`src/dem_pkg.sv`:
```
`default_nettype none
package dem_pkg;

  // Metric codes, same encoding as the mode register.
  localparam logic [2:0] MODE_RMSE   = 3'd0;
  localparam logic [2:0] MODE_MAAPE  = 3'd1;
  localparam logic [2:0] MODE_MAPE   = 3'd2;
  localparam logic [2:0] MODE_PCT    = 3'd3;
  localparam logic [2:0] MODE_ABS    = 3'd4;
  localparam logic [2:0] MODE_RFAC   = 3'd5;
  localparam logic [2:0] MODE_EUCL   = 3'd6;
  localparam logic [2:0] MODE_UNUSED = 3'd7;

  localparam int unsigned MAX_POINTS_DEF = 65536;
  localparam int unsigned FRAC_BITS_DEF  = 16;

  localparam logic [63:0] SAT63       = 64'h7FFF_FFFF_FFFF_FFFF;
  localparam logic [33:0] HALF_PI_Q30 = 34'd1686629713;

  // Iterative unit operations.
  localparam logic OP_DIV  = 1'b0;
  localparam logic OP_SQRT = 1'b1;

  // One classified pair as it travels from the front to the back.
  typedef struct packed {
    logic [2:0]  mode;
    logic [31:0] dif;
    logic [31:0] mag;
    logic        fin;
  } dem_item_t;

  typedef struct packed {
    logic         start;
    logic         op;
    logic [127:0] num;
    logic [63:0]  den;
  } dem_req_t;

  typedef struct packed {
    logic        done;
    logic        over;
    logic [63:0] res;
  } dem_rsp_t;

  // Arctangent of 2^-i in Q2.30.
  function automatic logic [30:0] atan_tab(input logic [4:0] i);
    logic [30:0] r;
    case (i)
      5'd0:  r = 31'd843314856;
      5'd1:  r = 31'd497837829;
      5'd2:  r = 31'd263043836;
      5'd3:  r = 31'd133525158;
      5'd4:  r = 31'd67021686;
      5'd5:  r = 31'd33543515;
      5'd6:  r = 31'd16775850;
      5'd7:  r = 31'd8388437;
      5'd8:  r = 31'd4194282;
      5'd9:  r = 31'd2097149;
      5'd10: r = 31'd1048575;
      5'd11: r = 31'd524287;
      5'd12: r = 31'd262143;
      5'd13: r = 31'd131071;
      5'd14: r = 31'd65535;
      5'd15: r = 31'd32767;
      5'd16: r = 31'd16383;
      5'd17: r = 31'd8191;
      5'd18: r = 31'd4095;
      5'd19: r = 31'd2047;
      5'd20: r = 31'd1024;
      5'd21: r = 31'd511;
      5'd22: r = 31'd255;
      5'd23: r = 31'd127;
      5'd24: r = 31'd63;
      5'd25: r = 31'd31;
      5'd26: r = 31'd15;
      5'd27: r = 31'd8;
      5'd28: r = 31'd4;
      5'd29: r = 31'd2;
      5'd30: r = 31'd1;
      default: r = 31'd0;
    endcase
    return r;
  endfunction

endpackage
`default_nettype wire

```
`src/dem_iter.sv`:
```
`default_nettype none
module dem_iter (
  input  wire logic              clk_i,
  input  wire logic              rst_ni,
  input  wire dem_pkg::dem_req_t req_i,
  output dem_pkg::dem_rsp_t      rsp_o
);

  logic         busy_q, done_q, op_q, over_q;
  logic [6:0]   cnt_q;
  logic [127:0] work_q;
  logic [63:0]  den_q, acc_q;
  logic [65:0]  rem_q;

  logic [64:0]  dsh;
  logic         dge;
  logic [67:0]  ssh, strial;
  logic         sge;
  logic         last;

  always_comb begin
    dsh    = {rem_q[63:0], work_q[127]};
    dge    = dsh >= {1'b0, den_q};
    ssh    = {rem_q, work_q[127:126]};
    strial = {2'b00, acc_q, 2'b01};
    sge    = ssh >= strial;
    last   = op_q ? (cnt_q == 7'd63) : (cnt_q == 7'd127);
  end

  always_ff @(posedge clk_i or negedge rst_ni) begin
    if (!rst_ni) begin
      busy_q <= 1'b0;
      done_q <= 1'b0;
      op_q   <= dem_pkg::OP_DIV;
      over_q <= 1'b0;
      cnt_q  <= '0;
      work_q <= '0;
      den_q  <= '0;
      acc_q  <= '0;
      rem_q  <= '0;
    end else begin
      done_q <= 1'b0;
      if (req_i.start) begin
        busy_q <= 1'b1;
        op_q   <= req_i.op;
        work_q <= req_i.num;
        den_q  <= req_i.den;
        acc_q  <= '0;
        rem_q  <= '0;
        over_q <= 1'b0;
        cnt_q  <= '0;
      end else if (busy_q) begin
        cnt_q <= cnt_q + 7'd1;
        if (op_q == dem_pkg::OP_SQRT) begin
          work_q <= {work_q[125:0], 2'b00};
          rem_q  <= sge ? 66'(ssh - strial) : ssh[65:0];
          acc_q  <= {acc_q[62:0], sge};
        end else begin
          work_q <= {work_q[126:0], 1'b0};
          rem_q  <= {2'b00, (dge ? 64'(dsh - {1'b0, den_q}) : dsh[63:0])};
          acc_q  <= {acc_q[62:0], dge};
          // Quotient bits at weight 2^63 and above saturate the result.
          if (dge && cnt_q <= 7'd64) begin
            over_q <= 1'b1;
          end
        end
        if (last) begin
          busy_q <= 1'b0;
          done_q <= 1'b1;
        end
      end
    end
  end

  assign rsp_o.done = done_q;
  assign rsp_o.over = over_q;
  assign rsp_o.res  = acc_q;

endmodule
`default_nettype wire

```
`config.mk`:
```
export PLATFORM = sky130hd
export DESIGN_NAME = dem_iter
export DESIGN_NICKNAME = d
export VERILOG_FILES = /design/src/dem_pkg.sv /design/src/dem_iter.sv
export SDC_FILE = /design/constraint.sdc
export NUM_CORES = 1
export LEC_CHECK = 0
export BUFFER_PORTS_ARGS = -buffer_cell sky130_fd_sc_hd__buf_2
export CAP_MARGIN = 20
export CORE_ASPECT_RATIO = 0.75
export CORE_MARGIN = 2
export CORE_UTILIZATION = 55
export DETAILED_ROUTE_END_ITERATION = 7
export GPL_ROUTABILITY_DRIVEN = 0
export PLACE_DENSITY = 0.79
export RECOVER_POWER = 50
export SLEW_MARGIN = 0
export SYNTH_ARGS = -nofsm -noshare
export SYNTH_HDL_FRONTEND = slang
export SYNTH_SLANG_ARGS = --single-unit
```
`constraint.sdc`:
```
create_clock -name clk_i -period 3.5 [get_ports clk_i]
set_clock_uncertainty 0.15 [all_clocks]
set_input_delay 0.35 -clock clk_i [delete_from_list [all_inputs] [get_ports clk_i]]
set_output_delay 0.35 -clock clk_i [all_outputs]
set_load 0.02 [all_outputs]
```
-- After elaboration in Yosys (flattened, before gate mapping)
Index checks and enable logic that the tools add are counted.
- bits of input ports: 196
- register bits: 333
- equal/unequal tests: 3
- $lt $le $gt $ge: 3
- reduce and logical (&&, ||, !) cells: 4
- $add $sub $neg: 3
- multiplexer cells: 24
- operators by type and width (operator ; count):
    two-way mux 128 bit ; 3
    two-way mux 66 bit ; 4
    two-way mux 64 bit ; 3
    >= comparator 68 x 66 -> 1 bit ; 1
    subtractor 66 bit ; 1
    >= comparator 65 x 64 -> 1 bit ; 1
    subtractor 64 bit ; 1
    two-way mux 7 bit ; 2
    two-way mux 1 bit ; 12
    adder 7 x 1 -> 7 bit, second input constant ; 1
    equality test 7 x 6 -> 1 bit, second input constant ; 1
    equality test 7 bit, second input constant ; 1
    <= comparator 7 bit, second input constant ; 1
    nonzero test 2 bit ; 2
    AND reduction 3 bit ; 1
    inequality test 2 bit, second input constant ; 1
    logical AND 1 bit ; 1

-- Longest topological paths before layout
- depth in word-level cells: 6
- depth in mapped cells: 16
- depth with buffers taken out: 15

-- Worst setup path before layout
Ideal clock, no wire load.
- path type: reg-to-reg
- from: register work_q[127]
- to: register rem_q[54]
- buffers on the path: 0
- library setup time: 87 ps
- cell stages (with the launch flop): 16
- data required time: 3263 ps
- data arrival time: 3237 ps
- slack: 26 ps
- path through: dfrtp_1 inv_1 ha_1 inv_1 fa_1 a211oi_1 o21ai_1 a21oi_2 o21ai_1 a21bo_1 o211a_1 a211o_1 a41oi_1 xnor2_1 o22ai_1 a211oi_2
- cells in the longest elaborated chain, start to end: 5
- elaborated cells between the ends (all ways): 9
- classes of those cells: add/sub: 2; order compare: 2; mux: 5
- ends and longest elaborated chain (element ; line ; RTL):
    from (decl) ; dem_iter.sv:11 ; logic [127:0] work_q;
    from (signal assigned) ; dem_iter.sv:46 ; work_q <= req_i.num;
    from (signal assigned) ; dem_iter.sv:55 ; work_q <= {work_q[125:0], 2'b00};
    from (signal assigned) ; dem_iter.sv:59 ; work_q <= {work_q[126:0], 1'b0};
    subtractor 66 bit (tied with other cells) ; dem_iter.sv:56 ; rem_q <= sge ? 66'(ssh - strial) : ssh[65:0];
    two-way mux 66 bit / two-way mux 64 bit (equally long branches) ; dem_iter.sv:56, dem_iter.sv:60 ;
    two-way mux 66 bit * ; dem_iter.sv:54 ; if (op_q == dem_pkg::OP_SQRT) begin
    two-way mux 66 bit * ; dem_iter.sv:52 ; end else if (busy_q) begin
    two-way mux 66 bit * ; dem_iter.sv:43 ; if (req_i.start) begin
    to (signal assigned) ; dem_iter.sv:56 ;
    to (signal assigned) ; dem_iter.sv:60 ; rem_q <= {2'b00, (dge ? 64'(dsh - {1'b0, den_q}) : dsh[63:0])};
    to (decl) ; dem_iter.sv:13 ; logic [65:0] rem_q;
Every way passes the cells marked *; elsewhere a longest branch is shown, timed or not. The select of a mux whose other input is x is not followed.
A chain may end at the register's enable or synchronous reset.

-- Final worst setup path
- from: register rem_q[41]
- to: register rem_q[65]
- cells in the longest elaborated chain, start to end: 5
- elaborated cells between the ends (all ways): 6
- classes of those cells: add/sub: 1; order compare: 1; mux: 4
- ends and longest elaborated chain (element ; line):
    subtractor 66 bit / >= comparator 68 x 66 -> 1 bit (equally long branches) ; dem_iter.sv:56, dem_iter.sv:26
    two-way mux 66 bit * ; dem_iter.sv:56
    two-way mux 66 bit * ; dem_iter.sv:54
    two-way mux 66 bit * ; dem_iter.sv:52
    two-way mux 66 bit * ; dem_iter.sv:43
Marks and branches as above.

==> summary by stage <==
Floorplan
Row generation in the floorplan step produced 67 rows. The initial utilization of the core area, before any placement, comes to 0.5543. The die is 187.4 um tall. The core area is 0.04451 mm^2. The area of the die is 0.04659 mm^2. For this design the top-level I/O count stands at 262. The die width is 248.6 um.

Flow run
The count of maximum capacitance violations is 1.

Clock tree
The total clock sinks is 333. The later pin in the worst-skew pair is clocked with a latency of 0.59 ns. The clock tree from TritonCTS is done. The total number of H-tree levels is 2.

The number of buffers inserted during clock tree synthesis is 38. Clock tree synthesis selected as its root buffer the cell clkbuf_16. The longest clock path from root to sink contains 3 buffers. After clock tree synthesis, the clock-pin slew on the worst setup and hold paths is ~0.060 ns.

Yosys
Yosys printed 0 warnings. After synthesis, the largest family of logic cells by area is compound AO/OA/AOI/OAI gates. Synthesis inferred 333 register bits. The compound-gate portion of the synthesized area is 0.2435. The count of flip-flops with a built-in enable after synthesis is 0. Measured against the total synthesized area, the mux share comes to 0.09022. The synthesized design spends more area on one cell type than any other, namely dfrtp_1. The count of mapped cells out of synthesis is 3,057. The XOR/XNOR share of the synthesized area is 0.04615. By area the synthesized netlist is led by dfrtp_1 (34%), mux2i_1 (8.8%), ha_1 (6.7%). The predominant post-synthesis flop cell is dfrtp_1.

The sequential fraction of the synthesis area is 0.3377. The count of distinct cell types in the synthesized netlist is between 90 and 100. The synthesized net count is 3,386.

Of the post-synthesis cell area, the dominant cell type holds 0.3377. Of the total synthesized cell area, the portion taken by AND, OR, NAND and NOR gates is 0.1549. The most instantiated library cell after synthesis is nand2_1. The fraction of registers with async set or reset after synthesis is 1.000.

Each instance of the synthesized netlist takes up on average between 8 and 9 um^2. The cell area that synthesis handed to floorplanning was 0.02467 mm^2. Sorting the synthesized cells by how often they occur yields nand2_1 (397), dfrtp_1 (333), a21oi_1 (321). Of the total synthesized cell area, the portion taken by full adders, half adders and majority gates is 0.06775.

Routing
Once detail routing completed, the nets flagged for antenna violations numbered 0. The routed layout has between 20,000 and 30,000 vias. For this run, design rule violations remaining after detail routing come to 4.

The top metal layer carrying routed signals is met5. Wire segments on met3 add up to 10,920 um in the final route. The length of routed met2 wiring is about 40,000 um. The detailed router put a total of between 30,000 and 40,000 um of wire on met1. Before antenna repair, the detailed router went through 8 iterations. The final wirelength is about 92,000 um. The iteration-0 DRC count of the detailed router is between 3,000 and 4,000. Dividing the detail-routed via count by the number of cells gives around 6.4. In the final routed layout, each cell accounts on average for about 21 um.

Placed design
The post-DP HPWL is between 50,000 and 60,000 um. The count of buffers added on input and output ports is 261. The worst slack after detailed placement is -0.2820 ns.

Hold path
The cell depth of the worst hold path is 2. In this run the worst hold path is classified as flop to flop. The origin of the worst min-delay path is over_q.

The capture endpoint of the worst hold path is over_q.

Global routing
The total overflow left after global routing is 0. The via count of the first global-routing pass came to 25,620. In the global route stage, overall resource usage came out at 0.3626. The pin count of the biggest net entering global routing is 246. The number of antenna violations at the first check in global routing is 5. The first global-routing pass estimated around 140,000 um of wire.

Setup path
For this run, the slowest stage of the critical path takes ~0.62 ns. The cell family contributing the most delay on the critical path is compound AO/OA/AOI/OAI gates. The critical path launch point type is a flop.

The number of buffers and inverters on the critical path is 2. The flop-to-flop setup slack is -0.35 ns. The cell with the biggest individual delay on the critical path is o21ai_0. The number of cells on the worst reg-to-reg path is 14. For the worst setup path, the data required time is between 3 and 4 ns. The class of the most critical setup path is flop to flop. The data arrival time of the worst path is around 4.2 ns. The worst setup path is captured at a flop. Of all nets on the critical path, the largest fanout is 6.

Traced cell by cell, the critical path runs through buf_4, ha_4, o21ai_0, a21oi_1, o22ai_1, o211ai_1, a2111oi_2, buf_4, nor2_4, a31oi_4, o21bai_4, a21oi_1, xor2_1, o31ai_1. The startpoint identified for the worst register-to-register timing path is rem_q[41]. The endpoint of the worst-slack reg-to-reg timing path is rem_q[65].

Power
The worst voltage drop across the vdd grid is just over 700 uV. The overall power consumption is 29.71 mW. In this run the power density over the cells is 893.4 mW/mm^2. For this design the static power due to leakage is between 15 and 20 nW.

Final layout
Of the cells placed in the final design, the portion with a size suffix greater than 1 is 0.2392. The layout overhead on the synthesized area is 34.80%. The net count reported at finish is 4,024.

Timing
Dividing the final minimum period by the clock period gives 1.101. The total count of hold-check failures in the final report is 0. Once routing completed, OpenROAD measured the worst setup slack at -0.3519 ns. The total of endpoints with negative setup slack in the final report is 22. The headroom to the max-slew limit is -0.4569.

Subtracting the final worst setup slack from the clock period gives 3.852 ns. The count of pins over their slew limit is 72. Setup repair after global routing could not meet its margin everywhere. Hold is met by 0.3575 ns.

At the pin with the least slew margin, the transition time is 2.185 ns. Derived from the worst setup path, the maximum achievable clock frequency is 0.2596 GHz.

Run status
The checks that failed: DRC, capacitance limit, slew limit, setup timing. The flow ran to the end, but the final reports show violations.
-- worst max-delay path by stage --
stage                startpoint   endpoint  depth (start not counted)
floorplan           work_q[127]  rem_q[54]                         15
global placement    work_q[127]  rem_q[54]                         15
detailed placement     rem_q[8]  rem_q[65]                         13
CTS                   rem_q[45]  rem_q[61]                         13
global route          rem_q[41]  rem_q[65]                         14
finish                rem_q[41]  rem_q[65]                         14
-- metal layers --
metal / track usage / vias up
li1: - / 12090
met1: 0.4818 / 12880
met2: 0.5550 / 2003
met3: 0.08753 / 500
met4: 0.1783 / 2
met5: 0.01224 / -
-- placed cells by master, fill, tap and decap left out, drive strengths merged, types with 9 or more instances in the layout --
cell,instances
a211oi,39
a21boi,9
a21o,45
a21oi,327
a31o,15
a31oi,19
a32o,20
and3,11
buf,568
clkbuf,69
clkinv,14
dfrtp,333
dlygate4sd3,195
ha,132
inv,180
mux2i,216
nand2,398
nand2b,13
nand3,33
nand4,35
nor2,308
nor2b,14
nor3,29
nor4,14
o211ai,49
o21a,9
o21ai,312
o21bai,37
o22ai,9
o31ai,9
or2,10
or3,9
xnor2,77
xor2,53
-- state kept, by name (all words and copies together), names as in the netlist --
signal,cells
over_q,1
acc_q,64
rem_q,66
work_q,128
op_q,1
busy_q,1
den_q,64
cnt_q,7
done_q,1
-- where the power goes --
group	leakage [nW]	switching, mW	internal (mW)
combinational	11.0	11.3	8.89
clock	0.667	1.80	2.58
sequential	4.21	0.747	4.42
total	15.9	13.8	15.9
-- worst min-delay path: stages (launching register included) --
cell and delay (ns):
dfrtp_1 0.35, a31oi_1 0.04, nor2_1 0.08
-- area by class of cell --
type,instances,area [um^2]
well taps,586,733.2
diodes,5,12.51
clock buffers,47,1045
multi-input cells,2359,16130
fillers,2941,11260
inverters,178,673.1
flip-flops and latches,333,8364
clock inverters,23,286.5
repair buffers,785,6011
-- kinds of logic after synthesis --
family / Yosys count
compound gates: 977
xor+xnor: 130
fa+ha+maj: 133
buf+inv: 367
flops: 333
mux: 221
simple gates: 896
-- per-stage QoR --
stage	std cells	TNS (ns)	cell area, um^2	util
2_1_floorplan	3057	0	24670	-
3_3_place_gp	4005	-0.7411	28300	0.6358
3_5_place_dp	4005	-2.891	28300	0.6358
4_1_cts	4281	-0.04771	31970	0.7182
5_1_grt	4316	-5.107	33260	0.7471
6_report	4316	-1.516	33260	0.7471
-- repair_timing --
action,in CTS,in global routing
setup endpoints to repair,61,67
resized for setup,54,214
buffers inserted,9,25
hold buffers,195,0
pin swaps,22,73
gates cloned,2,5
hold endpoints to repair,271,0
(Power assumes the default switching activity.)
