--- src/dem_pkg.sv ---
`default_nettype none
package dem_pkg;

  // Metric codes, same encoding as the mode register.
  localparam logic [2:0] MODE_RMSE   = 3'd0;
  localparam logic [2:0] MODE_MAAPE  = 3'd1;
  localparam logic [2:0] MODE_MAPE   = 3'd2;
  localparam logic [2:0] MODE_PCT    = 3'd3;
  localparam logic [2:0] MODE_ABS    = 3'd4;
  localparam logic [2:0] MODE_RFAC   = 3'd5;
  localparam logic [2:0] MODE_EUCL   = 3'd6;
  localparam logic [2:0] MODE_UNUSED = 3'd7;

  localparam int unsigned MAX_POINTS_DEF = 65536;
  localparam int unsigned FRAC_BITS_DEF  = 16;

  localparam logic [63:0] SAT63       = 64'h7FFF_FFFF_FFFF_FFFF;
  localparam logic [33:0] HALF_PI_Q30 = 34'd1686629713;

  // Iterative unit operations.
  localparam logic OP_DIV  = 1'b0;
  localparam logic OP_SQRT = 1'b1;

  // One classified pair as it travels from the front to the back.
  typedef struct packed {
    logic [2:0]  mode;
    logic [31:0] dif;
    logic [31:0] mag;
    logic        fin;
  } dem_item_t;

  typedef struct packed {
    logic         start;
    logic         op;
    logic [127:0] num;
    logic [63:0]  den;
  } dem_req_t;

  typedef struct packed {
    logic        done;
    logic        over;
    logic [63:0] res;
  } dem_rsp_t;

  // Arctangent of 2^-i in Q2.30.
  function automatic logic [30:0] atan_tab(input logic [4:0] i);
    logic [30:0] r;
    case (i)
      5'd0:  r = 31'd843314856;
      5'd1:  r = 31'd497837829;
      5'd2:  r = 31'd263043836;
      5'd3:  r = 31'd133525158;
      5'd4:  r = 31'd67021686;
      5'd5:  r = 31'd33543515;
      5'd6:  r = 31'd16775850;
      5'd7:  r = 31'd8388437;
      5'd8:  r = 31'd4194282;
      5'd9:  r = 31'd2097149;
      5'd10: r = 31'd1048575;
      5'd11: r = 31'd524287;
      5'd12: r = 31'd262143;
      5'd13: r = 31'd131071;
      5'd14: r = 31'd65535;
      5'd15: r = 31'd32767;
      5'd16: r = 31'd16383;
      5'd17: r = 31'd8191;
      5'd18: r = 31'd4095;
      5'd19: r = 31'd2047;
      5'd20: r = 31'd1024;
      5'd21: r = 31'd511;
      5'd22: r = 31'd255;
      5'd23: r = 31'd127;
      5'd24: r = 31'd63;
      5'd25: r = 31'd31;
      5'd26: r = 31'd15;
      5'd27: r = 31'd8;
      5'd28: r = 31'd4;
      5'd29: r = 31'd2;
      5'd30: r = 31'd1;
      default: r = 31'd0;
    endcase
    return r;
  endfunction

endpackage
`default_nettype wire

--- src/dem_front.sv ---
`default_nettype none
module dem_front (
  input  wire logic              clk_i,
  input  wire logic              rst_ni,
  input  wire logic              cfg_valid_i,
  input  wire logic [2:0]        cfg_data_i,
  input  wire logic [31:0]       value_a_i,
  input  wire logic [31:0]       value_b_i,
  input  wire logic              final_pair_i,
  output dem_pkg::dem_item_t     item_o
);

  logic [2:0]  mode_q;
  logic [32:0] diff;
  logic [32:0] a_ext;

  always_ff @(posedge clk_i or negedge rst_ni) begin
    if (!rst_ni) begin
      mode_q <= dem_pkg::MODE_RMSE;
    end else if (cfg_valid_i) begin
      mode_q <= cfg_data_i;
    end
  end

  // Magnitude of the difference and of the measured sample.
  always_comb begin
    diff  = {value_a_i[31], value_a_i} - {value_b_i[31], value_b_i};
    a_ext = {value_a_i[31], value_a_i};
    item_o.mode = (mode_q == dem_pkg::MODE_UNUSED) ? dem_pkg::MODE_ABS : mode_q;
    item_o.dif  = diff[32] ? 32'(-diff) : diff[31:0];
    item_o.mag  = a_ext[32] ? 32'(-a_ext) : a_ext[31:0];
    item_o.fin  = final_pair_i;
  end

endmodule
`default_nettype wire

--- config.mk ---
export PLATFORM = sky130hd
export DESIGN_NAME = dem_front
export DESIGN_NICKNAME = d
export VERILOG_FILES = /design/src/dem_pkg.sv /design/src/dem_front.sv
export SDC_FILE = /design/constraint.sdc
export NUM_CORES = 1
export LEC_CHECK = 0
export BUFFER_PORTS_ARGS = -buffer_cell sky130_fd_sc_hd__buf_2
export CAP_MARGIN = 0
export CORE_MARGIN = 2
export CORE_UTILIZATION = 46
export DETAILED_ROUTE_END_ITERATION = 12
export PLACE_DENSITY = 0.8
export SETUP_SLACK_MARGIN = 0.15
export SYNTH_ARGS = -nofsm -noshare
export SYNTH_HDL_FRONTEND = slang
export SYNTH_SLANG_ARGS = --single-unit
--- constraint.sdc ---
create_clock -name clk_i -period 13.6 [get_ports clk_i]
set_input_delay 4.08 -clock clk_i [delete_from_list [all_inputs] [get_ports clk_i]]
set_output_delay 4.08 -clock clk_i [all_outputs]
set_load 0.03 [all_outputs]
Word level (Yosys, flattened, before mapping)
Index checks and enable logic that the tools add are counted.
{"block": "totals", "regBits": 3, "memories": 0, "mem_bits_rw": 0, "rom_bits": 0, "latch_bits": 0}
{"block": "classes", "add_sub_neg": 3, "div": 0, "mul": 0, "n_lt_le_gt_ge": 0, "mux": 3, "eq_ne": 1, "shifts": 0, "reduce_logical": 0, "n_bitwise": 0}
{"operator": "$mux 32", "n": 2}
{"operator": "$neg 32->32", "n": 2}
{"operator": "$sub 32x32->33", "n": 1}
{"operator": "$eq 3x3->1 const B", "n": 1}
{"operator": "$mux 3", "n": 1}

Longest topological paths before layout
Gate-level depths: netlist of run 1.
{"block": "depth", "word_depth": 3, "mapped_depth": 15, "depth_no_buf": 14}

Least setup slack after synthesis of run 1
OpenSTA, ideal clock, no wires.
{"block": "synth_path", "path_kind": "in2out", "startpoint": "input port value_a_i[0]", "endpoint": "output port item_o[64] (netlist bit)", "arrival_time_ps": 7393, "required_time_ps": 9520, "path_stages": 14, "setup_slack_ps": 2127, "path_cell_list": "inv_1 ha_1 inv_1 fa_1 a21o_1 and4_1 or3_1 a211oi_1 nor4bb_1 and4_1 nand4_1 o31ai_1 a21boi_0 xnor2_1"}
{"item": "start: declaration", "line": "dem_front.sv:7", "source": "input wire logic [31:0] value_a_i,"}
{"item": "end: declaration", "line": "dem_front.sv:10", "source": "output dem_pkg::dem_item_t item_o"}

==> results of run 1 <==
==> cell usage after synthesis, drive strengths merged, types with 8 or more instances <==
master / count
nand3: 14
o21ai: 51
a21oi: 40
and2: 11
or3: 11
clkbuf: 21
or4: 10
inv: 44
o31ai: 14
o21a: 8
a21o: 12
nor3: 14
nand2: 57
xor2: 14
nand4: 15
ha: 34
nor2: 40
xnor2: 60
==> cell type report <==
type / count / area [um2] / share of cell area [%]
repair buffers: 136 / 680.7 / 14.93
well taps: 105 / 131.4 / 2.881
clock buffers: 4 / 45.04 / 0.9879
multi-input cells: 502 / 3462 / 75.93
flip-flops and latches: 3 / 75.07 / 1.647
inverters: 44 / 165.2 / 3.622
==> stage by stage <==
step	hold WS (ns)	power, uW
after global routing	0.5669	404.9
final	0.5448	374.5
after floorplan	0.4915	256.8
after global placement	0.5093	339.7
after detailed placement	0.5366	344.9
after CTS	0.5383	373.7
==> worst paths after layout <==
check / start / endpoint / slack, ns
min: mode_q[1]$_DFFE_PN0P_ / mode_q[1]$_DFFE_PN0P_ / 0.54
min in group asynchronous: rst_ni / mode_q[2]$_DFFE_PN0P_ / 3.65
min reg2reg: mode_q[1]$_DFFE_PN0P_ / mode_q[1]$_DFFE_PN0P_ / 0.54
max in group asynchronous: rst_ni / mode_q[0]$_DFFE_PN0P_ / 9.84
max reg2reg: mode_q[0]$_DFFE_PN0P_ / mode_q[0]$_DFFE_PN0P_ / 12.82
max: value_a_i[0] / item_o[64] / 1.47
==> power by group <==
group          internal (uW)  switching [uW]
Combinational            112             225
Clock                   20.1            6.91
Sequential              9.90           0.707
==> per-layer routing <==
| layer | GRT usage (%) | routed length (um) | vias to the layer above |
|---|---|---|---|
| li1 | - | - | 2346 |
| met1 | 36.22 | 5612 | 2217 |
| met2 | 42.61 | 5550 | 187 |
| met3 | 2.292 | 790 | 13 |
| met4 | 5.435 | 129 | 0 |
| met5 | 0 | 0 | - |
==> critical path: stages <==
cell	delay [ns]
buf_2	0.12
inv_1	0.13
ha_1	0.19
inv_1	0.06
fa_1	0.43
a21o_1	0.21
and4_1	0.23
o21ai_1	0.39
a21oi_1	0.20
or3_1	0.35
a2111oi_0	0.46
nand4_1	0.29
o31ai_1	0.27
a21boi_0	0.28
xnor2_1	0.15
buf_2	0.21
==> logic make-up after synthesis <==
kind of cell | share of synthesized area [%]
adders and majority gates | 11.67
xor gates and xnor gates | 16.98
buffers and inverters | 7.311
AOI/OAI and AO/OA | 32.16
DFF | 1.967
and+or+nand+nor | 28.46
muxes | 1.443
==> placed cells by master, fill, tap and decap left out, drive strengths merged, types with 5 or more instances in the layout <==
cell | synthesis | layout
or3 | 11 | 11
nor3 | 14 | 14
o21ai | 51 | 51
a21o | 12 | 12
a31oi | 6 | 6
a211oi | 7 | 7
nor4 | 7 | 7
ha | 34 | 34
and2 | 11 | 11
or4 | 10 | 10
a21boi | 7 | 7
buf | 7 | 136
nor2 | 40 | 40
o21a | 8 | 8
nand3 | 14 | 14
nand4 | 15 | 15
nand2 | 57 | 57
a21oi | 40 | 40
xnor2 | 60 | 60
o41ai | 5 | 5
o31ai | 14 | 14
inv | 44 | 44
xor2 | 14 | 14
o211ai | 5 | 5
==> run_results.csv, run 1 <==
group,metric,value,unit
run_status,outcome,"finished clean",
detailed_routing,num_vias,4763,
cells_and_area,largest_reg_flops,3,
cts,numCtsBuffers,3,
logic_synthesis,synth-warning-count,0,
critical_path,crit_path_max_fanout,5,
logic_synthesis,syn_area,0.003816,mm2
cts,cts_resized,0,
cells_and_area,stdcell_area,0.004559,mm2
detailed_routing,drcViolationCount,0,
placed_design,place_inst,790,
pwr,ir_drop,57.58,uV
timing,max_slew_margin,41.66,%
critical_path,cp.required,9.52,ns
cells_and_area,synthToLayoutAreaGrowth,19.48,%
logic_synthesis,avgSynthCellArea,6.614,um2
timing,tightestPinTransition,0.8751,ns
pwr,p_leak,0.002040,uW
cts,root_buffer,"clkbuf_8",
flow_run,maxCapViolCount,0,
min_path,whs_path_depth,1,
grt,grt_max_degree,33,
timing,fmax,82.44,MHz
cells_and_area,drive_gt1_share,23.66,%
cts,clk-insertion-delay-late,0.22,ns
grt,grtUsageTotal,25.71,%
logic_synthesis,synth-edff-count,0,
critical_path,worst_setup_path_end_kind,"output port",
timing,worst_slack,1.469,ns
logic_synthesis,yosysSeqAreaShare,1.967,%
detailed_routing,viasPerCell,5.999,
timing,finalSetupViolations,0,
detailed_routing,dr.pass1.iters,5,
cts,htree_levels,1,
timing,fin_crit_sh,89.20,%
cells_and_area,n_antenna_cell,0,
floorplan,die_h,95.08,um
detailed_routing,wl_per_cell,15.22,um
cells_and_area,top_register,"mode_q",
logic_synthesis,netlist-cell-type-count,71,
placed_design,gp_congestion,0.9271,
floorplan,row_count,33,
logic_synthesis,ys.flop_type,"dfrtp_1",
pwr,p_per_area,82.15,mW/mm2
placed_design,dpl_cell_area,0.004514,mm2
floorplan,die_w,95.08,um
placed_design,dp_slack,1.553,ns
logic_synthesis,synth_top_area_cell,"xnor2_1",
floorplan,initial_utilization,46.92,%
logic_synthesis,synth_seq_cells,3,
critical_path,cp.arrival,8.05,ns
cts,holdBufCountCts,0,
placed_design,post-dp-hpwl,10260,um
cts,clk_pin_slew,0.03,ns
cells_and_area,final_util,56.05,%
grt,grt_pass1_wl,19200,um
timing,fin_crit,12.13,ns
floorplan,core,0.008134,mm2
cts,numClockSinks,3,
cts,cts_tree,"built",
detailed_routing,drt_iter0_drc,232,
grt,antenna_found_initial,0,
cts,post-cts-setup-buffers,0,
timing,slew_viol_final,0,
cells_and_area,reg_top3,"mode_q (3)",
min_path,hold_class,"flip-flop to flip-flop",
cells_and_area,fill_cells,810,
timing,finClkSkew,0,ns
cts,clockBufferDepth,2,
placed_design,numPortBuffers,136,
logic_synthesis,yosysTopAreaCellShare,13.77,%
logic_synthesis,synth-async-reset-ratio,100.0,%
logic_synthesis,syn_nets,683,
cells_and_area,final_nets,796,
critical_path,critPathKind,"primary input to output port",
timing,rsz0062_at_grt,"false",
grt,grt_overflow,0,
detailed_routing,wl,12080,um
logic_synthesis,synth_area_leaders,"xnor2_1 14%, ha_1 11%, o21ai_0 6.2%",
floorplan,pin_count,139,
critical_path,start_kind,"primary input",
logic_synthesis,netlist_instances,577,
grt,grt_pass1_vias,4211,
timing,hold_violations,0,
detailed_routing,detail-route-antenna-nets,0,
timing,setup_tns,0,ns
critical_path,r2r_cells,1,
cells_and_area,stdcell_count,794,
floorplan,dieArea,0.009040,mm2
(Power assumes the default switching activity.)
==> run 2: changes to the inputs <==
CORE_ASPECT_RATIO = 0.6   (was not set)
PLACE_DENSITY = 0.83   (was 0.8)
clock period = 10.7 ns   (was 13.6 ns; I/O delays follow)
==> run_results.csv, run 2 (synthesis results as in run 1) <==
group,metric,value,unit
detailed_routing,num_vias,4830,
cts,root_buffer,"clkbuf_16",
detailed_routing,viasPerCell,6.053,
grt,grt_pass1_vias,4198,
critical_path,cp.arrival,7.03,ns
critical_path,critPathKind,"primary input to output port",
pwr,switchingPower,310.4,uW
pwr,p_comb_share,85.9,%
critical_path,cp.required,7.49,ns
detailed_routing,dr.pass1.iters,5,
timing,setup_tns,0,ns
cells_and_area,final_nets,797,
pwr,total_power,515.7,uW
cells_and_area,final_common_cell,"buf_2",
pwr,power_frac_clock,11.5,%
cells_and_area,final_util,58.17,%
critical_path,start_kind,"primary input",
placed_design,place_inst,794,
cts,htree_levels,1,
cts,numClockSinks,3,
floorplan,core,0.007945,mm2
cts,cts_tree,"built",
timing,tightestPinTransition,0.9609,ns
pwr,p_int,205.3,uW
cells_and_area,top_register,"mode_q",
grt,grt_overflow,0,
cts,clockBufferDepth,2,
grt,grt_pass1_wl,21210,um
cells_and_area,reg_top3,"mode_q (3)",
pwr,ir_drop,106.3,uV
floorplan,die_w,121.6,um
placed_design,post-dp-hpwl,11440,um
critical_path,worst_setup_path_end_kind,"output port",
timing,rsz0062_at_grt,"false",
floorplan,pin_count,139,
cells_and_area,stdcell_count,798,
placed_design,numPortBuffers,136,
cts,holdBufCountCts,0,
pwr,p_leak,0.002069,uW
placed_design,gp_congestion,1.064,
grt,antenna_found_initial,0,
timing,finClkSkew,0,ns
detailed_routing,detail-route-antenna-nets,0,
placed_design,dpl_cell_area,0.004526,mm2
cells_and_area,largest_reg_flops,3,
timing,hold_violations,0,
floorplan,die_h,74.55,um
pwr,seqPwrFrac,2.6,%
timing,slew_viol_final,0,
detailed_routing,drcViolationCount,0,
detailed_routing,drt_iter0_drc,546,
detailed_routing,wl,13540,um
critical_path,crit_path_max_fanout,5,
cts,clk-insertion-delay-late,0.22,ns
timing,fin_crit,10.24,ns
timing,finalSetupViolations,0,
min_path,hold_class,"flip-flop to flip-flop",
pwr,switching_share,60.19,%
cells_and_area,synthToLayoutAreaGrowth,21.11,%
cells_and_area,stdcell_area,0.004622,mm2
detailed_routing,wl_per_cell,16.97,um
timing,fmax,97.65,MHz
flow_run,maxCapViolCount,0,
cts,clk_pin_slew,0.03,ns
cts,numCtsBuffers,3,
timing,max_slew_margin,35.94,%
cells_and_area,n_antenna_cell,0,
pwr,p_per_area,111.6,mW/mm2
floorplan,initial_utilization,48.03,%
floorplan,row_count,25,
cells_and_area,drive_gt1_share,24.06,%
timing,fin_crit_sh,95.71,%
run_status,outcome,"finished clean",
grt,grt_max_degree,33,
floorplan,dieArea,0.009064,mm2
cells_and_area,mostFrequentLayoutCells,"136 x buf_2, 60 x xnor2_1, 57 x nand2_1",
grt,grtUsageTotal,29.19,%
cells_and_area,fill_cells,788,
## run 2: cell count changes in the layout (fill, tap and decap cells not counted)
cell	delta
nor3_2	-1
nor3_4	+1
o21ai_1	+1
a211oi_1	-1
nor4bb_2	+1
nor4bb_1	-1
buf_4	+1
clkbuf_8	-3
o21ai_0	-1
clkbuf_16	+3
a211oi_2	+1
## run 2: metal layers
layer  wire [um]  vias to the layer above  track usage (%)
li1            -                     2344                -
met1        6669                     2186            45.18
met2        5064                      286            41.51
met3        1763                       14            7.209
met4          43                        0            2.810
met5           0                        -                0
## run 2: worst paths after layout
| check | startpoint | endpoint | cells after the start | slack (ns) |
|---|---|---|---|---|
| max | value_a_i[0] | item_o[64] | 16 | 0.46 |
| max in group asynchronous | rst_ni | mode_q[0]$_DFFE_PN0P_ | 1 | 7.80 |
| min | mode_q[1]$_DFFE_PN0P_ | mode_q[1]$_DFFE_PN0P_ | 1 | 0.54 |
| max reg2reg | mode_q[0]$_DFFE_PN0P_ | mode_q[0]$_DFFE_PN0P_ | 1 | 9.92 |
| min in group asynchronous | rst_ni | mode_q[1]$_DFFE_PN0P_ | 1 | 2.78 |
| min reg2reg | mode_q[1]$_DFFE_PN0P_ | mode_q[1]$_DFFE_PN0P_ | 1 | 0.54 |
## run 2: metrics by stage
step                hold slack [ns]  worst slack, ns
floorplan                    0.4915           0.9667
global placement             0.5109           0.6539
detailed placement           0.5296           0.3595
CTS                          0.5460           0.3427
global route                 0.5668           0.1830
finish                       0.5449           0.4592
## run 2: what timing repair did
action / in CTS / in global routing
endpoints found under the setup margin: 0 / 3
resized for setup: 0 / 4
buffers inserted: 0 / 0
## run 2: layout make-up
type | count | area, um2 | area share [%]
Multi-Input combinational cell | 502 | 3480 | 75.28
Timing Repair Buffer | 137 | 688.2 | 14.89
Inverter | 44 | 165.2 | 3.573
Tap cell | 108 | 135.1 | 2.924
Clock buffer | 4 | 78.83 | 1.705
Sequential cell | 3 | 75.07 | 1.624
## run 2: power groups by stage
stage,clock network [uW],registers [uW],logic (uW)
floorplan,0,13.3,313
global placement,0,13.5,425
global route,61.7,13.7,473
detailed placement,0,13.5,432
CTS,60.4,13.4,434
finish,59.5,13.4,443
## run 2: critical path: stages
cell       delay [ns]
buf_2            0.12
inv_1            0.16
ha_1             0.21
inv_1            0.06
fa_1             0.42
a21o_1           0.21
and4_1           0.22
o21ai_1          0.31
a21oi_1          0.19
or3_1            0.35
a2111oi_0        0.40
nand4_1          0.28
o31ai_1          0.27
a21boi_0         0.26
xnor2_1          0.15
buf_2            0.21
