## src/dem_pkg.sv

```systemverilog
`default_nettype none
package dem_pkg;

  // Metric codes, same encoding as the mode register.
  localparam logic [2:0] MODE_RMSE   = 3'd0;
  localparam logic [2:0] MODE_MAAPE  = 3'd1;
  localparam logic [2:0] MODE_MAPE   = 3'd2;
  localparam logic [2:0] MODE_PCT    = 3'd3;
  localparam logic [2:0] MODE_ABS    = 3'd4;
  localparam logic [2:0] MODE_RFAC   = 3'd5;
  localparam logic [2:0] MODE_EUCL   = 3'd6;
  localparam logic [2:0] MODE_UNUSED = 3'd7;

  localparam int unsigned MAX_POINTS_DEF = 65536;
  localparam int unsigned FRAC_BITS_DEF  = 16;

  localparam logic [63:0] SAT63       = 64'h7FFF_FFFF_FFFF_FFFF;
  localparam logic [33:0] HALF_PI_Q30 = 34'd1686629713;

  // Iterative unit operations.
  localparam logic OP_DIV  = 1'b0;
  localparam logic OP_SQRT = 1'b1;

  // One classified pair as it travels from the front to the back.
  typedef struct packed {
    logic [2:0]  mode;
    logic [31:0] dif;
    logic [31:0] mag;
    logic        fin;
  } dem_item_t;

  typedef struct packed {
    logic         start;
    logic         op;
    logic [127:0] num;
    logic [63:0]  den;
  } dem_req_t;

  typedef struct packed {
    logic        done;
    logic        over;
    logic [63:0] res;
  } dem_rsp_t;

  // Arctangent of 2^-i in Q2.30.
  function automatic logic [30:0] atan_tab(input logic [4:0] i);
    logic [30:0] r;
    case (i)
      5'd0:  r = 31'd843314856;
      5'd1:  r = 31'd497837829;
      5'd2:  r = 31'd263043836;
      5'd3:  r = 31'd133525158;
      5'd4:  r = 31'd67021686;
      5'd5:  r = 31'd33543515;
      5'd6:  r = 31'd16775850;
      5'd7:  r = 31'd8388437;
      5'd8:  r = 31'd4194282;
      5'd9:  r = 31'd2097149;
      5'd10: r = 31'd1048575;
      5'd11: r = 31'd524287;
      5'd12: r = 31'd262143;
      5'd13: r = 31'd131071;
      5'd14: r = 31'd65535;
      5'd15: r = 31'd32767;
      5'd16: r = 31'd16383;
      5'd17: r = 31'd8191;
      5'd18: r = 31'd4095;
      5'd19: r = 31'd2047;
      5'd20: r = 31'd1024;
      5'd21: r = 31'd511;
      5'd22: r = 31'd255;
      5'd23: r = 31'd127;
      5'd24: r = 31'd63;
      5'd25: r = 31'd31;
      5'd26: r = 31'd15;
      5'd27: r = 31'd8;
      5'd28: r = 31'd4;
      5'd29: r = 31'd2;
      5'd30: r = 31'd1;
      default: r = 31'd0;
    endcase
    return r;
  endfunction

endpackage
`default_nettype wire

```

## src/dem_queue.sv

```systemverilog
`default_nettype none
module dem_queue (
  input  wire logic              clk_i,
  input  wire logic              rst_ni,
  input  wire logic              push_i,
  input  wire dem_pkg::dem_item_t push_data_i,
  input  wire logic              pop_i,
  output dem_pkg::dem_item_t     pop_data_o,
  output logic                   full_o,
  output logic                   empty_o
);

  dem_pkg::dem_item_t slot_q [2];
  logic       wr_ptr_q, rd_ptr_q;
  logic [1:0] fill_q;

  always_ff @(posedge clk_i or negedge rst_ni) begin
    if (!rst_ni) begin
      wr_ptr_q <= 1'b0;
      rd_ptr_q <= 1'b0;
      fill_q   <= 2'd0;
    end else begin
      if (push_i) begin
        wr_ptr_q <= ~wr_ptr_q;
      end
      if (pop_i) begin
        rd_ptr_q <= ~rd_ptr_q;
      end
      fill_q <= fill_q + 2'(push_i) - 2'(pop_i);
    end
  end

  always_ff @(posedge clk_i) begin
    if (push_i) begin
      slot_q[wr_ptr_q] <= push_data_i;
    end
  end

  assign pop_data_o = slot_q[rd_ptr_q];
  assign full_o     = (fill_q == 2'd2);
  assign empty_o    = (fill_q == 2'd0);

endmodule
`default_nettype wire

```

## config.mk

```make
export PLATFORM = sky130hd
export DESIGN_NAME = dem_queue
export DESIGN_NICKNAME = d
export VERILOG_FILES = /design/src/dem_pkg.sv /design/src/dem_queue.sv
export SDC_FILE = /design/constraint.sdc
export NUM_CORES = 1
export LEC_CHECK = 0
export ABC_AREA = 1
export BUFFER_PORTS_ARGS = -buffer_cell sky130_fd_sc_hd__buf_2
export CAP_MARGIN = 10
export CELL_PAD_IN_SITES_DETAIL_PLACEMENT = 1
export CELL_PAD_IN_SITES_GLOBAL_PLACEMENT = 1
export CORE_ASPECT_RATIO = 0.75
export CORE_UTILIZATION = 42
export CTS_CLUSTER_DIAMETER = 100
export DETAILED_ROUTE_END_ITERATION = 10
export PLACE_DENSITY_LB_ADDON = 0.3
export SYNTH_ARGS = -nofsm -noshare
export SYNTH_HDL_FRONTEND = slang
export SYNTH_SLANG_ARGS = --single-unit
```

## constraint.sdc

```tcl
create_clock -name clk_i -period 5 [get_ports clk_i]
set_input_delay 0.5 -clock clk_i [delete_from_list [all_inputs] [get_ports clk_i]]
set_output_delay 0.5 -clock clk_i [all_outputs]
set_load 0.02 [all_outputs]
```

# [After elaboration in Yosys (flattened, before gate mapping)]
# Memories as Yosys holds them, arrays and structs flattened.
# Cells that the tools add are included.
[op_classes] add_sub_neg=2 reduce_logical=1 muxes=2 bitwise_logic=2 n_eq_ne=1
[op_table] cell="2-bit by 1-bit adder with 2-bit output" count=1
[op_table] cell="2-bit == test, second input constant" count=1
[op_table] cell="2-bit zero test" count=1
[op_table] cell="1-bit two-way mux" count=2
[op_table] cell="1-bit NOT" count=2
[op_table] cell="2-bit by 1-bit subtractor with 2-bit output" count=1
[word_totals] mem_count=1 in_bits=72 ramBits=136 output_inout_bits=70 regBits=4 elab_cells=12
[memory_table] memory="slot_q" words=2 width=68 read_ports=1 rd_clocked_by_memory_dff=0 wr=1 line="dem_queue.sv:13" rtl="dem_pkg::dem_item_t slot_q [2];"

# [Depth between registers and ports, before layout]
# Gate-level depths: netlist of run 1.
[logic_depth] ltp_word=2 mapped_depth=7

# [Worst setup path after synthesis of run 1]
# No wires, ideal clock.
[synth_timing] path_kind="input -> register" startpoint="input push_i" endpoint="memory slot_q[0][0] (netlist name) (enable)" path_buffers=0 path_stages=2 path_slack_ns=1.113 arrival_time_ns=3.391 path_cell_list="inv_1 nor2_1"
[synth_between] elab_chain_len=2
[synth_rtl] element="start, declared" line="dem_queue.sv:5" rtl="input wire logic push_i,"
[synth_rtl] element="1-bit two-way mux" line="dem_queue.sv:34" rtl="if (push_i) begin"
[synth_rtl] element="1-bit two-way mux (not written as such)" line="dem_queue.sv:35" rtl="slot_q[wr_ptr_q] <= push_data_i;"
[synth_rtl] element="end, declared" line="dem_queue.sv:13"
# Every way passes these cells.

==> flow_summary.yaml, run 1 <==
logic_synthesis:
  synth_top_cell_by_area: "edfxtp_1"
  synth_area_leaders: "edfxtp_1 77%, inv_1 5.3%, nand2_1 5.2%, o21ai_1 4.9%, dfrtp_1 1.9%"
  synthSimpleGateAreaFrac_pct: 5.55
  postSynthCellCount: 380
  ys_ff_latch: 140
  synth_top_family_by_area: "buffers and inverters"
  synth_top_area_share_pct: 77.1
  yosysWarnings: 0
  synth_compound_area_share_pct: 7.13
  seq_area_frac_synth_pct: 79.0
  netlist_area_mm2: 0.00530
  synth_mux_area_share_pct: 0
  syn_nets: 454
  yosysUniqueCellTypes: 14
  syn_area_per_cell_um2: 13.9
  synthAdderAreaFrac_pct: 0.472
  yosys.area_share.xor_xnor_pct: 0.331
final_layout:
  final_common_cell: "buf_2"
  layout.cells.non_filler: 710
  final_nets: 604
  areaGrowthSynthToFinish_pct: 27.9
  final_layout_size_suffix_gt1_share_pct: 34.3
  final_cell_mix: "141 x buf_2, 136 x edfxtp_1, 74 x inv_1, 74 x nand2_1, 52 x o21ai_1"
global_route:
  gr-usage-met1_pct: 21.4
  grt-busiest-layer: "met2"
  grtUsageMet2_pct: 30.4
  antenna_found_initial: 0
  grt_pass1_vias: 3376
  grt.total_usage_pct: 18.0
  grt_use_met3_pct: 5.61
  grt_max_degree: 81
  grt_pass1_wl_um: 17400
  grt_overflow: 0
place:
  portBuffers: 141
  dp.cells: 676
  gp_congestion: 0.772
  hpwl_um: 7290
critical_path:
  crit_type: "flip-flop to output pin"
  cp_cell_sequence: "buf_4 > nand2_1 > o21ai_1 > buf_2"
  crit_required_ns: 4.50
  crit_slowest_cell: "dfrtp_4"
  slowest_delay_ns: 0.96
  cp.arrival_ns: 2.47
  critPathLaunchType: "flip-flop"
  endpoint_kind: "output pin"
  rrSetupSlack_ns: 2.95
  cp_max_fo: 80
timing:
  fin_crit_sh_pct: 59.4
  hold_viol_final: 0
  fmax_mhz: 337
  rsz0062_at_grt: "no"
  tns_ns: 0
  finalMaxSlewViolations: 0
  tightestPinTransition_ns: 0.845
  clock_skew_ns: 0.00384
  slew_headroom_pct: 43.5
  setup_viol: 0
  finalCriticalPeriod_ns: 2.97
drt:
  final_antenna_net_count: 0
  drt-total-wl_um: 11100
  firstDrtPassIters: 8
  first_iter_violations: 167
  route.detailed.drc: 0
  post_drt_wl_per_cell_um: 15.7
  vias: 3281
  avgViaCountPerCell: 4.62
power_and_ir_drop:
  total_power_w: 0.00431
  p_leak_nw: 2.92
  vdd_drop_max_uv: 300
  powerDensity_mw_per_mm2: 636
cts:
  clockBufferDepth: 2
  cts_root_buf: "clkbuf_16"
  htree_levels: 4
  numCtsBuffers: 17
  tritoncts: "yes"
  path_clk_slew_ns: 0.06
  worstSkewPairLatency_ns: 0.41
  clock_sinks: 140
  cts_resized: 0
  cts_hold_buf: 1
  post_cts_buffers: 0
job:
  timing.max_cap.violations: 0
status:
  status: "complete, no violations"
die:
  rows: 35
  initial_core_util_pct: 43.1
  die-area_mm2: 0.0131
  ioPinCount: 142
  fp.dieH_um: 99.3
  die_x_um: 132
  core_area_mm2: 0.0123
min_path:
  min_path_type: "input pin to flip-flop"
[worst max-delay path: cells and delay by family, from the launching register on]
kind                   cells  cell delay (ns)
AOI/OAI and AO/OA          1             0.13
DFF                        1             0.96
buffers and inverters      2             0.82
and+or+nand+nor            1             0.13
[synthesized netlist by cell type (all sizes together)]
cell type / n
edfxtp: 136
inv: 75
nand2: 74
o21ai: 68
buf: 15
dfrtp: 4
nor2: 3
ha: 2
xor2: 2
nand3: 1
[metal layers]
layer / share of wire [%] / up-vias / routed length (um)
met5: 0 / - / 0
met4: 1.3 / 0 / 145
met3: 6.1 / 12 / 683
met2: 49 / 106 / 5490
met1: 43 / 1576 / 4800
li1: - / 1587 / -
[layout make-up]
type                    count  area (um2)
fillers                  1286        5530
multi-input cells         150         722
flip-flops and latches    140        4190
clock inverters            13         198
clock buffers              19         433
repair buffers            146         746
diodes                      1        2.50
well taps                 166         208
inverters                  75         282
[path summary, 6_finish.rpt]
check,start,endpoint,depth (start not counted)
worst max register to register,wr_ptr_q$_DFFE_PN0P_,slot_q[1][5]$_DFFE_PP_,3
worst max-delay path,rd_ptr_q$_DFFE_PN0P_,pop_data_o[63],4
worst min-delay path,push_data_i[57],slot_q[1][57]$_DFFE_PP_,1
max in group asynchronous,rst_ni,rd_ptr_q$_DFFE_PN0P_,2
min in group asynchronous,rst_ni,fill_q[0]$_DFF_PN0_,2
worst min register to register,wr_ptr_q$_DFFE_PN0P_,wr_ptr_q$_DFFE_PN0P_,1
[power breakdown]
part	switching (W)	leakage, nW	internal (W)	total, W
Sequential	0.000157	1.32	0.00156	0.00172
Clock	0.000462	0.306	0.000880	0.00134
Combinational	0.000872	1.30	0.000376	0.00125
[cells by family (layout without fill, tap and decap cells)]
kind of cell / after synthesis / in the layout
compound gates: 68 / 68
xor+xnor: 2 / 2
fa+ha+maj: 2 / 2
buf+inv: 90 / 253
flops: 140 / 140
other cells: 0 / 1
simple gates: 78 / 78
[stage by stage]
stage | instance area, um2 | hold slack, ns | setup WS [ns] | util (%)
3_5_place_dp | 6130 | 0.318 | 2.43 | 49.9
2_1_floorplan | 5300 | 0.204 | 1.11 | -
3_3_place_gp | 6130 | 0.312 | 2.52 | 49.9
4_1_cts | 6780 | 0.258 | 1.96 | 55.1
5_1_grt | 6780 | 0.263 | 1.81 | 55.1
6_report | 6780 | 0.275 | 2.03 | 55.1
[registers in the layout (all words and copies together), names as in the netlist]
name / count
fill_q: 2
wr_ptr_q: 1
rd_ptr_q: 1
slot_q: 136
No activity file was read; power rests on OpenSTA's default activity.
==> run 2: changes to the inputs <==
ABC_AREA = 0   (was 1)
CORE_UTILIZATION = 39   (was 42)
clock period = 2.45 ns   (was 5 ns; I/O delays follow)
==> run 2 against run 1 <==
Compared with the run above:
- die area up 4.5%
- cell area about the same
- hold slack worse by 0.26 ns
- final cell count down 19%
- first-iteration DRC count down 31%
- global-route usage down 3.1 points
- synthesized cell count down 40%
==> flow_summary.yaml, run 2 <==
status:
  status: "complete, no violations"
cts:
  clock_sinks: 140
  post_cts_buffers: 0
  htree_levels: 4
  clockBufferDepth: 2
  path_clk_slew_ns: 0.06
  cts_root_buf: "clkbuf_16"
  worstSkewPairLatency_ns: 0.42
  numCtsBuffers: 17
  cts_resized: 0
  tritoncts: "yes"
  cts_hold_buf: 1
final_layout:
  areaGrowthSynthToFinish_pct: 31.8
  final_cell_mix: "141 x buf_2, 136 x edfxtp_1, 58 x mux2_2, 17 x clkbuf_16, 13 x dlygate4sd3_1"
  fin_util_pct: 54.0
  regMostFlops: "slot_q"
  final_layout_size_suffix_gt1_share_pct: 59.9
  largestRegisters: "slot_q (136), fill_q (2)"
  final_nets: 470
  antenna_cells: 0
  largest_register_ffs: 136
  final_common_cell: "buf_2"
critical_path:
  crit_type: "flip-flop to output pin"
  crit_required_ns: 2.20
  reg2reg_from: "wr_ptr_q$_DFFE_PN0P_"
  cp.arrival_ns: 1.79
  rrSetupSlack_ns: 1.04
  timing.rr.end: "slot_q[1][54]$_DFFE_PP_"
  cp_max_fo: 69
  cp-startpoint: "rd_ptr_q$_DFFE_PN0P_"
  critPathLaunchType: "flip-flop"
  endpoint: "pop_data_o[45]"
  endpoint_kind: "output pin"
  reg2reg_depth: 2
timing:
  fmax_mhz: 492
  finalWorstSetupSlack_ns: 0.419
  tightestPinTransition_ns: 0.418
  clock_skew_ns: 0.00746
  finalMaxSlewViolations: 0
  setup_viol: 0
  rsz0062_at_grt: "no"
  finalCriticalPeriod_ns: 2.03
  slew_headroom_pct: 72.1
  hold_viol_final: 0
  fin_crit_sh_pct: 82.9
place:
  hpwl_um: 5910
  gp_congestion: 0.687
  portBuffers: 141
  pre_cts_ws_ns: 0.840
global_route:
  grt.total_usage_pct: 14.9
  grt_pass1_wl_um: 14600
  grt_pass1_vias: 2831
  grt_max_degree: 70
  grt_overflow: 0
  antenna_found_initial: 0
logic_synthesis:
  ys_ff_latch: 140
  yosysWarnings: 0
  seq_area_frac_synth_pct: 81.3
  synth_common_cells: "136 x edfxtp_1, 58 x mux2_2, 10 x mux2_4, 5 x buf_2, 4 x dfrtp_1"
  synth_top_area_share_pct: 79.4
  synth_area_leaders: "edfxtp_1 79%, mux2_2 13%, mux2_4 2.9%, dfrtp_1 1.9%, buf_2 0.49%"
  synth_top_cell_by_area: "edfxtp_1"
  postSynthCellCount: 227
  synth_edf_count: 136
  syn_nets: 301
  netlist_area_mm2: 0.00515
  syn_area_per_cell_um2: 22.7
  synth_ff_type: "edfxtp_1"
  yosysUniqueCellTypes: 14
  async_flop_share_pct: 2.86
  yosysMostFrequentCell: "edfxtp_1"
die:
  ioPinCount: 142
  rows: 35
  initial_core_util_pct: 40.9
  fp.dieH_um: 101
  die_x_um: 135
  die-area_mm2: 0.0137
  core_area_mm2: 0.0126
drt:
  final_antenna_net_count: 0
  firstDrtPassIters: 4
  drt-total-wl_um: 9660
  first_iter_violations: 116
  route.detailed.drc: 0
  avgViaCountPerCell: 4.62
  post_drt_wl_per_cell_um: 16.8
  vias: 2656
power_and_ir_drop:
  vdd_drop_max_uv: 668
  p_leak_nw: 2.61
  powerDensity_mw_per_mm2: 1230
min_path:
  min_path_type: "input pin to flip-flop"
job:
  timing.max_cap.violations: 0
[run 2: cell types whose count changed in the layout (fill, tap and decap cells not counted), sizes merged, moves of 3 or more]
cell         previous run  this run
bufinv                  5         2
dlygate4sd3             1        13
inv                    75         5
mux2                    0        68
nand2                  74         0
o21ai                  68         0
[run 2: worst min-delay path by stage]
stage / from / to / slack (ns) / depth (start not counted)
after floorplan: rst_ni / fill_q[0]$_DFF_PN0_ / -0.05 / 0
after global placement: rst_ni / fill_q[0]$_DFF_PN0_ / 0.06 / 1
after detailed placement: rst_ni / fill_q[0]$_DFF_PN0_ / 0.06 / 1
after CTS: push_data_i[6] / slot_q[1][6]$_DFFE_PP_ / 0.0003 / 1
after global routing: push_data_i[41] / slot_q[1][41]$_DFFE_PP_ / 0.0001 / 1
final: push_data_i[43] / slot_q[0][43]$_DFFE_PP_ / 0.02 / 1
[run 2: worst max-delay path: stages, from the launching register on]
cell and delay (ns):
dfrtp_4 0.41, buf_12 0.37, mux2_2 0.41, buf_2 0.16
[run 2: cells by family (layout without fill, tap and decap cells)]
group         after synthesis  after routing  share of synthesized area [%]
fa+ha+maj                   2              2                          0.486
flops                     140            140                           81.3
buf+inv                    10            192                           1.36
mux                        68             68                           15.6
xor+xnor                    3              3                          0.802
simple gates                4              4                          0.438
[run 2: area by class of cell]
type,instances,area [um2]
Multi-Input combinational cell,77,902
Sequential cell,140,4190
Clock buffer,18,429
Fill cell,1178,5790
Tap cell,166,208
Clock inverter,14,144
Timing Repair Buffer,158,903
Inverter,2,7.51
[run 2: report_power, final]
group / internal (W) / switching, W
clock network: 0.00150 / 0.000964
logic: 0.00106 / 0.00151
registers: 0.00318 / 0.000120
[run 2: through the flow]
stage	hold WS, ns	total power [W]	std cells	TNS (ns)	cell area [um2]
3_5_place_dp	0.0592	0.00595	530	0	6080
3_3_place_gp	0.0574	0.00591	530	0	6080
6_report	0.0172	0.00833	575	0	6780
4_1_cts	0.000285	0.00844	563	0	6660
2_1_floorplan	-0.0506	0.00515	227	-0.317	5150
5_1_grt	0.0000971	0.00872	575	0	6780
[run 2: metal layers]
metal,vias to the layer above,GRT usage [%],part of all wire (%)
met5,-,0,0
met2,102,23.3,48
met1,1306,18.5,44
met4,0,7.00,1.2
li1,1236,-,-
met3,12,5.76,7.1
==> run 3: changes to the inputs <==
clock period = 1.86 ns   (was 2.45 ns; I/O delays follow)
==> run 3 against run 2 <==
Compared with the run above:
- global-route usage is 2.1 points higher
- critical path depth unchanged
- sequential power up 33%
- first-iteration DRC count down 39%
- highest routed layer unchanged
==> flow_summary.yaml, run 3 (synthesis results as in run 2) <==
final_layout:
  regMostFlops: "slot_q"
  final_layout_size_suffix_gt1_share_pct: 53.1
  final_common_cell: "buf_2"
  final_cell_mix: "141 x buf_2, 136 x edfxtp_1, 70 x dlygate4sd3_1, 55 x mux2_2, 17 x clkbuf_16"
  antenna_cells: 0
  fin_util_pct: 59.5
  areaGrowthSynthToFinish_pct: 45.2
  largestRegisters: "slot_q (136), fill_q (2)"
  largest_register_ffs: 136
  final_nets: 529
  finalInstanceArea_mm2: 0.00747
drt:
  dr_wl_met2_um: 5790
  drt-total-wl_um: 11200
  post_drt_wl_per_cell_um: 17.6
  first_iter_violations: 71
  route.detailed.drc: 0
  vias: 2915
  m1WireLength_um: 4540
  top_layer: "met4"
  wl_met3_um: 664
  avgViaCountPerCell: 4.61
  final_antenna_net_count: 0
  firstDrtPassIters: 6
timing:
  finalMaxSlewViolations: 0
  rsz0062_at_grt: "yes"
  fmax_mhz: 548
  slew_headroom_pct: 74.3
  hold_viol_final: 0
  finalCriticalPeriod_ns: 1.82
  fin_crit_sh_pct: 98.1
  clock_skew_ns: 0.00663
  setup_viol: 0
  tightestPinTransition_ns: 0.386
power_and_ir_drop:
  powerDensity_mw_per_mm2: 1560
  vdd_drop_max_uv: 802
  p_leak_nw: 2.92
job:
  timing.max_cap.violations: 0
die:
  die_x_um: 135
  rows: 35
  initial_core_util_pct: 40.9
  die-area_mm2: 0.0137
  core_area_mm2: 0.0126
  ioPinCount: 142
  fp.dieH_um: 101
critical_path:
  crit_required_ns: 1.67
  reg2reg_depth: 2
  cp.arrival_ns: 1.64
  critPathLaunchType: "flip-flop"
  cp_max_fo: 35
  cp_cell_sequence: "buf_12 > mux2_2 > buf_2"
  crit_type: "flip-flop to output pin"
  crit_slowest_cell: "dfrtp_4"
  endpoint_kind: "output pin"
  slowest_delay_ns: 0.44
cts:
  clockBufferDepth: 2
  numCtsBuffers: 17
  worstSkewPairLatency_ns: 0.41
  path_clk_slew_ns: 0.06
  htree_levels: 4
  clock_sinks: 140
  tritoncts: "yes"
  cts_root_buf: "clkbuf_16"
  post_cts_buffers: 0
global_route:
  antenna_found_initial: 0
  grt_pass1_vias: 3272
  grt_pass1_wl_um: 17000
  grt_overflow: 0
  grt.total_usage_pct: 17.1
  grt_max_degree: 42
place:
  gp_congestion: 0.738
  hpwl_um: 6380
  placed_cell_area_mm2: 0.00612
  portBuffers: 141
status:
  status: "complete, no violations"
min_path:
  whs_path_depth: 2
  min_path_type: "input pin to flip-flop"
[run 3: changes by cell type in the layout (fill, tap and decap cells not counted), sizes merged]
cell         delta
dlygate4sd3    +57
bufinv          +3
clkinv          -3
buf             +2
clkinvlp        -1
[run 3: timing repair]
| action | in CTS | in global routing |
|---|---|---|
| hold buffers | 70 | 0 |
| resized for setup | 0 | 3 |
| hold endpoints to repair | 141 | 0 |
| setup endpoints to repair | 0 | 17 |
[run 3: worst max-delay path, delay by kind of cell (launching register included)]
kind	cells	cell delay, ns
buffers and inverters	2	0.39
flip-flops	1	0.44
multiplexers	1	0.37
[run 3: routing by layer]
metal / track usage (%) / up-vias
li1: - / 1354
met1: 19.2 / 1434
met4: 7.61 / 0
met5: 0 / -
met3: 4.75 / 13
met2: 30.5 / 114
[run 3: layout make-up]
type / count / area (um2)
inverter: 2 / 7.51
fill: 1153 / 5090
sequential: 140 / 4190
tap: 166 / 208
clock inverter: 13 / 214
clock buffer: 18 / 429
multi-input combinational: 77 / 913
timing repair buffer: 217 / 1510
[run 3: path summary, 6_finish.rpt]
path	start	endpoint	slack, ns
min in group asynchronous	rst_ni	wr_ptr_q$_DFFE_PN0P_	0.15
worst max register to register	wr_ptr_q$_DFFE_PN0P_	slot_q[1][34]$_DFFE_PP_	0.50
max in group asynchronous	rst_ni	rd_ptr_q$_DFFE_PN0P_	1.56
worst min register to register	wr_ptr_q$_DFFE_PN0P_	wr_ptr_q$_DFFE_PN0P_	0.55
worst max-delay path	rd_ptr_q$_DFFE_PN0P_	pop_data_o[45]	0.04
worst min-delay path	push_i	wr_ptr_q$_DFFE_PN0P_	0.03
[run 3: stage by stage]
| stage | hold WS (ns) | total power (W) | cells | TNS [ns] | setup slack, ns |
|---|---|---|---|---|---|
| 2_1_floorplan | -0.110 | 0.00678 | 227 | 0 | 0.00409 |
| 3_3_place_gp | -0.00463 | 0.00783 | 532 | 0 | 0.464 |
| 3_5_place_dp | 0.000457 | 0.00791 | 532 | 0 | 0.461 |
| 4_1_cts | 0.00859 | 0.0117 | 633 | 0 | 0.0158 |
| 5_1_grt | 0.0419 | 0.0121 | 633 | -0.122 | -0.0191 |
| 6_report | 0.0251 | 0.0116 | 633 | 0 | 0.0359 |
[run 3: power breakdown]
part	switching, W	internal [W]
combinational	0.00205	0.00156
sequential	0.000188	0.00420
clock	0.00126	0.00239
total	0.00350	0.00814
